File: src/hdl/lbg_pkg.sv
`default_nettype none

package lbg_pkg;

  // Full scale of the Q8.8 level: 100.0 percent
  localparam int FULL_LEVEL = 25600;

  localparam int LEVEL_W = 16;
  localparam int WORD_W  = 32;
  localparam int MASK_W  = 9;
  localparam int BEAM_W  = 4;

  localparam logic [WORD_W-1:0] START_WORD = '0;
  localparam logic [WORD_W-1:0] END_WORD   = 32'hffff_ffff;

  // Default geometry of the bar graph
  localparam int NUM_BEAMS_DEF   = 9;
  localparam int BEAM_LENGTH_DEF = 13;
  localparam int LED_TOTAL_DEF   = 119;

  localparam logic [MASK_W-1:0] REVERSE_MASK_RST = 9'd170;

  // Configuration register indexes
  localparam int CFG_IDX_W = 3;
  typedef enum logic [CFG_IDX_W-1:0] {
    CFG_COLOR_LOW  = 3'd0,
    CFG_COLOR_MID  = 3'd1,
    CFG_COLOR_HIGH = 3'd2,
    CFG_COLOR_OFF  = 3'd3,
    CFG_REV_MASK   = 3'd4
  } cfg_idx_e;

  // Position of the emitter within one beam's words
  typedef enum logic [3:0] {
    PH_START = 4'b0001,
    PH_PIX   = 4'b0010,
    PH_SPARE = 4'b0100,
    PH_END   = 4'b1000
  } phase_e;

  typedef struct packed {
    logic [WORD_W-1:0] low;
    logic [WORD_W-1:0] mid;
    logic [WORD_W-1:0] high;
    logic [WORD_W-1:0] off;
  } colors_t;

  // One beam waiting in the input register
  typedef struct packed {
    logic [LEVEL_W-1:0] level;
    logic               rev;
    logic               first;
    logic               last_beam;
  } job_t;

endpackage

`default_nettype wire

File: src/hdl/lbg_in.sv
`default_nettype none

module lbg_in import lbg_pkg::*; #(
  parameter int NUM_BEAMS = NUM_BEAMS_DEF
) (
  input  wire logic               clk_i,
  input  wire logic               rst_ni,
  input  wire logic               in_valid_i,
  input  wire logic [LEVEL_W-1:0] level_i,
  output logic                    in_stall_o,
  input  wire logic [MASK_W-1:0]  reverse_mask_i,
  input  wire logic               pop_i,
  output logic                    job_valid_o,
  output job_t                    job_o
);

  localparam logic [BEAM_W-1:0] LastBeam = BEAM_W'(NUM_BEAMS - 1);

  logic              vld_q, vld_d;
  logic [BEAM_W-1:0] beam_q, beam_d;
  job_t              job_q, job_d;
  logic              accept;
  logic [(1 << BEAM_W)-1:0] mask_ext;

  // Take a new word when the register is empty or drains this cycle
  assign in_stall_o = vld_q && !pop_i;
  assign accept     = in_valid_i && !in_stall_o;

  // Beams past the mask width have no mask bit and fill normally
  assign mask_ext = {{((1 << BEAM_W) - MASK_W){1'b0}}, reverse_mask_i};

  always_comb begin
    vld_d  = vld_q;
    beam_d = beam_q;
    job_d  = job_q;
    if (pop_i) begin
      vld_d = 1'b0;
    end
    if (accept) begin
      vld_d           = 1'b1;
      job_d.level     = level_i;
      job_d.rev       = mask_ext[beam_q];
      job_d.first     = (beam_q == '0);
      job_d.last_beam = (beam_q == LastBeam);
      beam_d          = (beam_q == LastBeam) ? '0 : beam_q + 1'b1;
    end
  end

  always_ff @(posedge clk_i or negedge rst_ni) begin
    if (!rst_ni) begin
      vld_q  <= 1'b0;
      beam_q <= '0;
    end else begin
      vld_q  <= vld_d;
      beam_q <= beam_d;
    end
  end

  always_ff @(posedge clk_i) begin
    job_q <= job_d;
  end

  assign job_valid_o = vld_q;
  assign job_o       = job_q;

endmodule

`default_nettype wire

File: src/hdl/lbg_emit.sv
`default_nettype none

module lbg_emit import lbg_pkg::*; #(
  parameter int NUM_BEAMS   = NUM_BEAMS_DEF,
  parameter int BEAM_LENGTH = BEAM_LENGTH_DEF,
  parameter int LED_TOTAL   = LED_TOTAL_DEF
) (
  input  wire logic              clk_i,
  input  wire logic              rst_ni,
  input  wire logic              job_valid_i,
  input  wire job_t              job_i,
  input  wire colors_t           colors_i,
  output logic                   pop_o,
  output logic                   out_valid_o,
  input  wire logic              out_stall_i,
  output logic [WORD_W-1:0]      led_word_o,
  output logic                   last_o
);

  localparam int Used      = NUM_BEAMS * BEAM_LENGTH;
  localparam int SpareN    = (LED_TOTAL > Used) ? (LED_TOTAL - Used) : 0;
  localparam int SpareLast = (SpareN > 0) ? (SpareN - 1) : 0;
  localparam int CntMax    = (BEAM_LENGTH > SpareN) ? BEAM_LENGTH : SpareN;
  localparam int CNT_W     = (CntMax > 1) ? $clog2(CntMax) : 1;
  localparam int TW        = $clog2(BEAM_LENGTH + 1);
  // Smallest lit counts that reach the mid and high colours
  localparam int LitMid    = (34 * BEAM_LENGTH + 99) / 100;
  localparam int LitHigh   = (67 * BEAM_LENGTH + 99) / 100;

  // thr[k]: smallest level that lights at least k LEDs
  logic [LEVEL_W-1:0] thr [1 << TW];

  for (genvar k = 0; k < (1 << TW); k++) begin : g_thr
    localparam int Thr = (k <= BEAM_LENGTH) ?
                         ((k * FULL_LEVEL + BEAM_LENGTH - 1) / BEAM_LENGTH) : 65535;
    assign thr[k] = LEVEL_W'(Thr);
  end

  phase_e            phase_q, phase_d, cur;
  logic [CNT_W-1:0]  cnt_q, cnt_d;
  logic              out_vld_q, out_vld_d;
  logic [WORD_W-1:0] word_q, word_d;
  logic              last_q, last_d;
  logic              load, done;
  logic [TW-1:0]     pix, idx;
  logic              on;
  logic [WORD_W-1:0] color;

  // Output register frees when empty or taken this cycle
  assign load  = job_valid_i && (!out_vld_q || !out_stall_i);
  assign pop_o = load && done;

  // Pick the beam colour from its lit count
  always_comb begin
    if (job_i.level < thr[LitMid]) begin
      color = colors_i.low;
    end else if (job_i.level < thr[LitHigh]) begin
      color = colors_i.mid;
    end else begin
      color = colors_i.high;
    end
  end

  // Decide whether this LED is lit; reversed beams light from the far end
  assign pix = TW'(cnt_q);
  assign idx = job_i.rev ? (TW'(BEAM_LENGTH) - pix) : (pix + 1'b1);
  assign on  = (job_i.level >= thr[idx]);

  // Skip the start word on all but the first beam
  assign cur = (phase_q == PH_START && !job_i.first) ? PH_PIX : phase_q;

  always_comb begin
    phase_d = phase_q;
    cnt_d   = cnt_q;
    word_d  = word_q;
    last_d  = last_q;
    done    = 1'b0;
    unique case (cur)
      PH_START: begin
        word_d  = START_WORD;
        last_d  = 1'b0;
        phase_d = PH_PIX;
        cnt_d   = '0;
      end
      PH_PIX: begin
        word_d = on ? color : colors_i.off;
        last_d = 1'b0;
        if (cnt_q == CNT_W'(BEAM_LENGTH - 1)) begin
          cnt_d = '0;
          if (!job_i.last_beam) begin
            last_d  = 1'b1;
            done    = 1'b1;
            phase_d = PH_START;
          end else if (SpareN > 0) begin
            phase_d = PH_SPARE;
          end else begin
            phase_d = PH_END;
          end
        end else begin
          cnt_d   = cnt_q + 1'b1;
          phase_d = PH_PIX;
        end
      end
      PH_SPARE: begin
        word_d = colors_i.off;
        last_d = 1'b0;
        if (cnt_q == CNT_W'(SpareLast)) begin
          cnt_d   = '0;
          phase_d = PH_END;
        end else begin
          cnt_d = cnt_q + 1'b1;
        end
      end
      PH_END: begin
        word_d  = END_WORD;
        last_d  = 1'b1;
        done    = 1'b1;
        cnt_d   = '0;
        phase_d = PH_START;
      end
      default: begin
        phase_d = PH_START;
        cnt_d   = '0;
      end
    endcase
  end

  // Hold the word while stalled, drop it once taken
  always_comb begin
    out_vld_d = out_vld_q;
    if (load) begin
      out_vld_d = 1'b1;
    end else if (!out_stall_i) begin
      out_vld_d = 1'b0;
    end
  end

  always_ff @(posedge clk_i or negedge rst_ni) begin
    if (!rst_ni) begin
      phase_q   <= PH_START;
      cnt_q     <= '0;
      out_vld_q <= 1'b0;
    end else begin
      out_vld_q <= out_vld_d;
      if (load) begin
        phase_q <= phase_d;
        cnt_q   <= cnt_d;
      end
    end
  end

  always_ff @(posedge clk_i) begin
    if (load) begin
      word_q <= word_d;
      last_q <= last_d;
    end
  end

  assign out_valid_o = out_vld_q;
  assign led_word_o  = word_q;
  assign last_o      = last_q;

endmodule

`default_nettype wire

File: src/hdl/led_bar_graph_renderer.sv
// A level word is registered in lbg_in and its LED words in the lbg_emit output register.
// Throughput: one LED word per cycle while a level waits and out_stall_i is low; a beam
// gives BEAM_LENGTH words, plus the start word on beam 0 and the spare LEDs and end word
// on the last beam. The next level is taken in the cycle its predecessor's last word is
// produced. Reset: beam index, valid flags and sequencer clear; colours to 0, mask to 170.
`default_nettype none

module led_bar_graph_renderer import lbg_pkg::*; #(
  parameter int NUM_BEAMS   = NUM_BEAMS_DEF,
  parameter int BEAM_LENGTH = BEAM_LENGTH_DEF,
  parameter int LED_TOTAL   = LED_TOTAL_DEF
) (
  input  wire logic                 clk_i,
  input  wire logic                 rst_ni,
  input  wire logic                 cfg_we_i,
  input  wire logic [CFG_IDX_W-1:0] cfg_idx_i,
  input  wire logic [WORD_W-1:0]    cfg_wdata_i,
  input  wire logic                 in_valid_i,
  output logic                      in_stall_o,
  input  wire logic [LEVEL_W-1:0]   level_i,
  output logic                      out_valid_o,
  input  wire logic                 out_stall_i,
  output logic [WORD_W-1:0]         led_word_o,
  output logic                      last_o
);

  colors_t           colors_q, colors_d;
  logic [MASK_W-1:0] mask_q, mask_d;
  logic              job_valid, pop;
  job_t              job;

  // Decode register writes
  always_comb begin
    colors_d = colors_q;
    mask_d   = mask_q;
    if (cfg_we_i) begin
      unique case (cfg_idx_i)
        CFG_COLOR_LOW:  colors_d.low  = cfg_wdata_i;
        CFG_COLOR_MID:  colors_d.mid  = cfg_wdata_i;
        CFG_COLOR_HIGH: colors_d.high = cfg_wdata_i;
        CFG_COLOR_OFF:  colors_d.off  = cfg_wdata_i;
        CFG_REV_MASK:   mask_d        = cfg_wdata_i[MASK_W-1:0];
        default: ;
      endcase
    end
  end

  always_ff @(posedge clk_i or negedge rst_ni) begin
    if (!rst_ni) begin
      colors_q <= '0;
      mask_q   <= REVERSE_MASK_RST;
    end else begin
      colors_q <= colors_d;
      mask_q   <= mask_d;
    end
  end

  lbg_in #(
    .NUM_BEAMS (NUM_BEAMS)
  ) u_in (
    .clk_i          (clk_i),
    .rst_ni         (rst_ni),
    .in_valid_i     (in_valid_i),
    .level_i        (level_i),
    .in_stall_o     (in_stall_o),
    .reverse_mask_i (mask_q),
    .pop_i          (pop),
    .job_valid_o    (job_valid),
    .job_o          (job)
  );

  lbg_emit #(
    .NUM_BEAMS   (NUM_BEAMS),
    .BEAM_LENGTH (BEAM_LENGTH),
    .LED_TOTAL   (LED_TOTAL)
  ) u_emit (
    .clk_i       (clk_i),
    .rst_ni      (rst_ni),
    .job_valid_i (job_valid),
    .job_i       (job),
    .colors_i    (colors_q),
    .pop_o       (pop),
    .out_valid_o (out_valid_o),
    .out_stall_i (out_stall_i),
    .led_word_o  (led_word_o),
    .last_o      (last_o)
  );

endmodule

`default_nettype wire

File: config.mk
export PLATFORM = sky130hd
export DESIGN_NAME = led_bar_graph_renderer
export DESIGN_NICKNAME = d
export VERILOG_FILES = /design/src/hdl/lbg_pkg.sv /design/src/hdl/lbg_in.sv /design/src/hdl/lbg_emit.sv /design/src/hdl/led_bar_graph_renderer.sv
export SDC_FILE = /design/constraint.sdc
export NUM_CORES = 1
export LEC_CHECK = 0
export BUFFER_PORTS_ARGS = -buffer_cell sky130_fd_sc_hd__clkbuf_2
export CORE_ASPECT_RATIO = 1.5
export CORE_MARGIN = 8
export CORE_UTILIZATION = 50
export CTS_CLUSTER_SIZE = 24
export DETAILED_ROUTE_END_ITERATION = 12
export GPL_ROUTABILITY_DRIVEN = 1
export PLACE_DENSITY = 0.82
export SKIP_LAST_GASP = 1
export SYNTH_ARGS = -nofsm -noshare
export SYNTH_HDL_FRONTEND = slang
export SYNTH_SLANG_ARGS = --single-unit
export TNS_END_PERCENT = 5
File: constraint.sdc
create_clock -name clk_i -period 3.85 [get_ports clk_i]
set_input_delay 0.1925 -clock clk_i [delete_from_list [all_inputs] [get_ports clk_i]]
set_output_delay 0.1925 -clock clk_i [all_outputs]
set_load 0.005 [all_outputs]
==> results.py, run 1 <==
metrics = {
    "power_and_ir_drop": {
        "pwr-share-clk_pct": 30.8,
        "swShare_pct": 28.3,
        "switching_power_mw": 1.99,
        "p_per_area_nw_per_um2": 611,
        "p_comb_share_pct": 26.0,
        "p_leak_nw": 4.93,
        "seqPwrFrac_pct": 43.2,
        "p_int_mw": 5.04,
        "ir_drop_uv": 429,
    },
    "floorplan": {
        "ios": 91,
        "core_um2": 18500,
        "fp.dieH_um": 185,
        "start_util_pct": 51.2,
        "num_rows": 61,
        "die_w_um": 128,
        "die-area_um2": 23700,
    },
    "synth": {
        "ys_types": 69,
        "yosys.area_share.adder_pct": 3.30,
        "synth_area_um2": 9490,
        "ys_seq_area_share_pct": 56.4,
        "synth-seq-cells": 203,
        "synthSimpleGateAreaFrac_pct": 5.13,
        "synthCells": 692,
        "syn_area_per_cell_um2": 13.7,
        "yosysWarnings": 0,
        "synthFlopType": "dfrtp_1",
        "synth-xor-area-share_pct": 0.739,
        "syn_nets": 773,
        "async_reset_ff_share_pct": 74.4,
        "synth-compound-area-share_pct": 11.2,
        "synth_edf_count": 52,
        "muxShareOfSynthArea_pct": 20.8,
        "synth_top_family_by_area": "multiplexers",
    },
    "timing": {
        "tightest_slew_ns": 1.00,
        "hold_violations": 0,
        "fmax_mhz": 272,
        "relSlewSlack_pct": 33.1,
        "layout_setup_ws_ns": 0.175,
        "fin_skew_ns": 0.0129,
        "finalSetupViolCount": 0,
        "finalCriticalPeriod_ns": 3.67,
        "drv_slew": 0,
        "post-route-period-util_pct": 95.4,
        "tns_ns": 0,
    },
    "finish": {
        "nNetsFinal": 910,
        "fin_area_um2": 11500,
        "final_util_pct": 62.0,
        "diodes": 0,
        "fin_cells": 1095,
        "final_cell_mix": "dfrtp_1 (144), mux2_2 (138), clkbuf_2 (89), edfxtp_1 (52), dlygate4sd3_1 (40)",
        "mostFrequentLayoutCell": "dfrtp_1",
        "final_layout_size_suffix_gt1_share_pct": 37.8,
        "areaGrowthSynthToFinish_pct": 21.2,
    },
    "worst_setup_path": {
        "critPathArrivalTime_ns": 3.91,
        "cp-start-kind": "register",
        "critPathKind": "reg2reg",
        "worst-path-max-fanout": 32,
        "startpoint": "u_emit.cnt_q[1]",
        "rr_startpoint": "u_emit.cnt_q[1]",
        "critical_path_required_ns": 4.08,
        "worstSetupEndpointType": "register",
    },
    "global_routing": {
        "grt_max_degree": 83,
        "antenna_found_initial": 0,
        "grt_first_pass_wirelength_mm": 35.1,
        "grt-ovfl-total": 0,
        "grt_pass1_vias": 6626,
        "grt.total_usage_pct": 18.6,
    },
    "route": {
        "wl_per_cell_um": 19.9,
        "wl_mm": 21.8,
        "vias_per_cell": 5.73,
        "drcViolationCount": 0,
        "via_count": 6277,
        "drtIter0Drc": 474,
        "ant_nets": 0,
        "drtPass1Iterations": 5,
    },
    "placement": {
        "placed_area_um2": 10300,
        "place_ws_ns": 0.0984,
        "place_congestion": 0.842,
        "dp_hpwl_mm": 13.4,
        "placed_cells": 1017,
        "io_buffers": 90,
    },
    "cts": {
        "clk_pin_slew_ns": 0.06,
        "clock_path_buffers": 3,
        "clock_latency_ns": 0.49,
        "cts_tree": "built",
        "htreeDepth": 1,
        "root_buffer": "clkbuf_16",
        "cts_buffers": 21,
        "cts_sinks": 203,
    },
    "job": {
        "max-cap-violations": 0,
    },
    "hold_path": {
        "min_from": "out_stall_i",
        "hold_path.class": "in2reg",
    },
    "status": {
        "status": "finished clean",
    },
}
-- logic make-up (layout without fill, tap and decap cells) --
| kind of cell | count (synthesis) | after routing |
|---|---|---|
| fa+ha+maj | 25 | 25 |
| compound gates | 135 | 135 |
| simple gates | 93 | 93 |
| mux | 177 | 177 |
| xor+xnor | 8 | 8 |
| buf+inv | 51 | 202 |
| flops | 203 | 203 |
-- critical path, stage by stage (launching register included) --
cell	delay [ns]
dfrtp_2	0.42
inv_1	0.07
ha_1	0.27
inv_1	0.07
o21a_1	0.15
clkinv_1	0.08
buf_4	0.17
ha_1	0.28
mux2_2	0.27
ha_1	0.26
and4_1	0.21
a21oi_1	0.15
nand3_1	0.12
a311oi_2	0.28
buf_4	0.16
nor2_4	0.04
buf_12	0.19
a22o_1	0.22
-- cell type report --
| class | instances | area [um2] |
|---|---|---|
| Sequential cell | 203 | 5350 |
| Multi-Input combinational cell | 438 | 3990 |
| Timing Repair Buffer | 153 | 1070 |
| Fill cell | 1361 | 7050 |
| Inverter | 12 | 45.0 |
| Tap cell | 252 | 315 |
| Clock buffer | 22 | 529 |
| Clock inverter | 15 | 204 |
-- state kept, by name, indices dropped and copies added, names as in the netlist --
| signal | flops |
|---|---|
| colors_q | 128 |
| mask_q | 9 |
| u_emit.cnt_q | 4 |
| u_emit.last_o | 1 |
| u_emit.led_word_o | 32 |
| u_emit.out_valid_o | 1 |
| u_emit.phase_q | 4 |
| u_in.beam_q | 4 |
| u_in.job_o | 19 |
| u_in.job_valid_o | 1 |
-- Yosys cell counts, types with 3 or more instances --
cell type	n	area (um2)
mux2_2	138	1550
nand2b_1	4	25.0
clkbuf_1	19	71.3
a22o_1	34	298
a31oi_1	3	18.8
a21oi_1	12	60.1
xnor2_1	4	35.0
xor2_1	4	35.0
o21ai_0	19	95.1
inv_1	11	41.3
nand3_1	9	45.0
dfstp_2	5	131
o21a_1	4	30.0
a2bb2oi_1	32	280
buf_4	3	22.5
edfxtp_1	52	1560
buf_2	8	40.0
o211ai_1	3	22.5
a21o_1	6	45.0
nand2_1	26	97.6
mux2i_1	34	340
nand2_2	3	18.8
a211oi_1	3	22.5
buf_1	6	22.5
nor2_1	25	93.8
buf_6	3	33.8
ha_1	25	313
dfrtp_1	146	3650
-- per-layer routing --
metal | part of all wire (%) | up-vias | global-route usage (%)
met5 | 0 | - | 0
met4 | 1.7 | 0 | 5.49
met3 | 5.2 | 32 | 3.33
met2 | 53 | 171 | 33.7
met1 | 40 | 3191 | 21.9
li1 | - | 2883 | -
-- per-stage QoR --
stage,power (mW),hold WS (ns)
after global placement,4.74,0.282
after global routing,7.37,0.00868
after detailed placement,4.82,0.275
final,7.03,0.00165
after CTS,7.04,0.00242
after floorplan,4.19,-0.103
-- final timing paths --
kind / slack (ns) / depth (start not counted) / end
max: 0.18 / 17 / u_emit.led_word_o[3]
min: 0.002 / 3 / u_emit.out_valid_o
max reg2reg: 0.18 / 17 / u_emit.led_word_o[3]
min reg2reg: 0.50 / 1 / colors_q[112]
max in group asynchronous: 2.55 / 3 / u_emit.phase_q[0]
min in group asynchronous: 0.32 / 2 / colors_q[60]
-- repair_timing --
action | in CTS | in global routing
endpoints found under the hold margin | 168 | 0
hold buffers | 40 | 0
setup buffers | 0 | 1
setup endpoints to repair | 0 | 32
gates resized for setup | 0 | 12
-- power groups by stage --
stage,clock network [mW],registers (mW),logic [mW]
after CTS,2.20,3.03,1.81
after floorplan,0,2.99,1.19
after global routing,2.28,3.09,2.01
final,2.16,3.03,1.83
after detailed placement,0,3.06,1.76
after global placement,0,3.04,1.70
(Power assumes the default switching activity.)
==> run 2, diff against run 1 <==
--- a/config.mk
+++ b/config.mk
@@ -12,7 +12,7 @@
 export CTS_CLUSTER_SIZE = 24
 export DETAILED_ROUTE_END_ITERATION = 12
 export GPL_ROUTABILITY_DRIVEN = 1
-export PLACE_DENSITY = 0.82
+export PLACE_DENSITY = 0.79
 export SKIP_LAST_GASP = 1
 export SYNTH_ARGS = -nofsm -noshare
 export SYNTH_HDL_FRONTEND = slang
==> constraint.sdc (replaced) <==
create_clock -name clk_i -period 4.7 [get_ports clk_i]
set_input_delay 0.235 -clock clk_i [delete_from_list [all_inputs] [get_ports clk_i]]
set_output_delay 0.235 -clock clk_i [all_outputs]
set_load 0.005 [all_outputs]
==> results.py, run 2 (synthesis gave the netlist of run 1 again) <==
metrics = {
    "finish": {
        "final_layout_size_suffix_gt1_share_pct": 36.9,
        "final_util_pct": 60.5,
        "fin_cells": 1065,
        "final_cell_mix": "dfrtp_1 (146), mux2_2 (138), clkbuf_2 (89), edfxtp_1 (52)",
        "diodes": 0,
        "nNetsFinal": 879,
        "top_register": "colors_q",
        "n_fill_cell": 1459,
        "largest_register_ffs": 128,
        "mostFrequentLayoutCell": "dfrtp_1",
        "areaGrowthSynthToFinish_pct": 18.3,
    },
    "global_routing": {
        "grt_first_pass_wirelength_mm": 34.9,
        "grt_max_degree": 118,
        "antenna_found_initial": 0,
        "grt.total_usage_pct": 18.5,
        "grt-ovfl-total": 0,
        "grt_pass1_vias": 6581,
    },
    "power_and_ir_drop": {
        "ir_drop_uv": 349,
        "p_total_mw": 5.69,
        "seqPwrFrac_pct": 43.7,
        "swShare_pct": 28.3,
        "pwr-share-clk_pct": 31.9,
        "p_leak_nw": 4.80,
        "switching_power_mw": 1.61,
        "p_comb_share_pct": 24.4,
        "p_per_area_nw_per_um2": 507,
        "p_int_mw": 4.08,
    },
    "cts": {
        "clk_pin_slew_ns": 0.07,
        "root_buffer": "clkbuf_16",
        "clock_latency_ns": 0.51,
        "cts_buffers": 21,
        "cts_sinks": 203,
        "cts_tree": "built",
        "clock_path_buffers": 3,
        "cts_resized": 0,
        "htreeDepth": 1,
    },
    "route": {
        "dr_wl_met2_mm": 10.9,
        "drtIter0Drc": 346,
        "drcViolationCount": 0,
        "top_layer_used": "met4",
        "wl_mm": 21.3,
        "met3WireLength_mm": 1.21,
        "drtPass1Iterations": 6,
        "vias_per_cell": 5.76,
        "ant_nets": 0,
        "drt-met1-wl_mm": 8.91,
        "via_count": 6138,
        "wl_per_cell_um": 20.0,
    },
    "placement": {
        "io_buffers": 90,
        "place_congestion": 0.850,
        "placed_cells": 1006,
        "dp_hpwl_mm": 13.2,
    },
    "floorplan": {
        "ios": 91,
        "fp.dieH_um": 185,
        "die-area_um2": 23700,
        "num_rows": 61,
        "core_um2": 18500,
        "start_util_pct": 51.2,
        "die_w_um": 128,
    },
    "timing": {
        "fmax_mhz": 236,
        "drv_slew": 0,
        "finalSetupViolCount": 0,
        "relSlewSlack_pct": 30.1,
        "fin_skew_ns": 0.0200,
        "hold_violations": 0,
        "tns_ns": 0,
        "tightest_slew_ns": 1.05,
        "post-route-period-util_pct": 90.3,
        "finalCriticalPeriod_ns": 4.24,
        "rsz0062_at_grt": "false",
    },
    "hold_path": {
        "hold-path-cell-count": 2,
        "hold_path.class": "in2reg",
    },
    "worst_setup_path": {
        "cp-start-kind": "register",
        "r2r_slack_ns": 0.46,
        "worstSetupEndpointType": "register",
        "worst-path-max-fanout": 32,
        "critical_path_required_ns": 4.94,
        "critPathKind": "reg2reg",
        "critPathArrivalTime_ns": 4.48,
        "worst_r2r_path_depth": 14,
    },
    "status": {
        "status": "finished clean",
    },
    "job": {
        "max-cap-violations": 0,
    },
}
run 2: cell count changes in the layout (fill, tap and decap cells not counted), sizes merged:
cell | before | now
clkbuf | 111 | 120
dlygate4sd3 | 40 | 21
clkinv | 8 | 4
buf | 24 | 12
bufinv | 5 | 2
inv | 14 | 13
run 2: layer usage:
layer	global-route usage, %	up-vias
met4	5.06	0
li1	-	2807
met1	22.8	3135
met5	0	-
met3	3.73	33
met2	32.1	163
run 2: timing repair:
| item | CTS | global route |
|---|---|---|
| endpoints found under the hold margin | 135 | 0 |
| hold buffers | 21 | 0 |
| buffers inserted | 0 | 0 |
run 2: worst paths after layout:
| kind | endpoint | from |
|---|---|---|
| setup / recovery | u_emit.led_word_o[16] | u_emit.cnt_q[0] |
| max in group asynchronous | colors_q[111] | rst_ni |
| setup reg to reg | u_emit.led_word_o[16] | u_emit.cnt_q[0] |
| min in group asynchronous | colors_q[77] | rst_ni |
| hold reg to reg | colors_q[111] | colors_q[111] |
| hold / removal | colors_q[25] | cfg_wdata_i[25] |
run 2: area by class of cell:
cell class	instances	area, um2	share of cell area (%)
well taps	252	315	2.81
repair buffers	122	762	6.79
multi-input cells	438	3980	35.4
clock buffers	31	679	6.06
flip-flops and latches	203	5350	47.7
clock inverters	7	95.1	0.848
inverters	12	45.0	0.401
run 2: metrics by stage:
stage | worst slack [ns] | cell area (um2) | hold WS [ns]
2_1_floorplan | 1.02 | 9490 | -0.0606
3_3_place_gp | 0.620 | 10200 | 0.414
3_5_place_dp | 0.455 | 10200 | 0.414
4_1_cts | 0.422 | 11200 | 0.0101
5_1_grt | 0.0577 | 11200 | 0.0115
6_report | 0.457 | 11200 | 0.0195
run 2: power by group through the flow:
stage / logic (mW) / registers [mW] / clock network, mW
6_report: 1.39 / 2.49 / 1.82
5_1_grt: 1.53 / 2.53 / 1.91
4_1_cts: 1.40 / 2.49 / 1.85
3_5_place_dp: 1.38 / 2.51 / 0
3_3_place_gp: 1.33 / 2.50 / 0
2_1_floorplan: 0.978 / 2.45 / 0
run 2: critical path, cell delays in order (launching register included):
cell and delay (ns):
dfrtp_1 0.50, inv_1 0.13, ha_1 0.30, inv_1 0.07, o21a_1 0.21, clkinv_1 0.24
a221o_1 0.39, o21ai_0 0.11, ha_1 0.26, nand2b_1 0.13, a2111oi_0 0.40, o31ai_1 0.18
a311oi_1 0.47, nor2_4 0.29, a22o_1 0.29
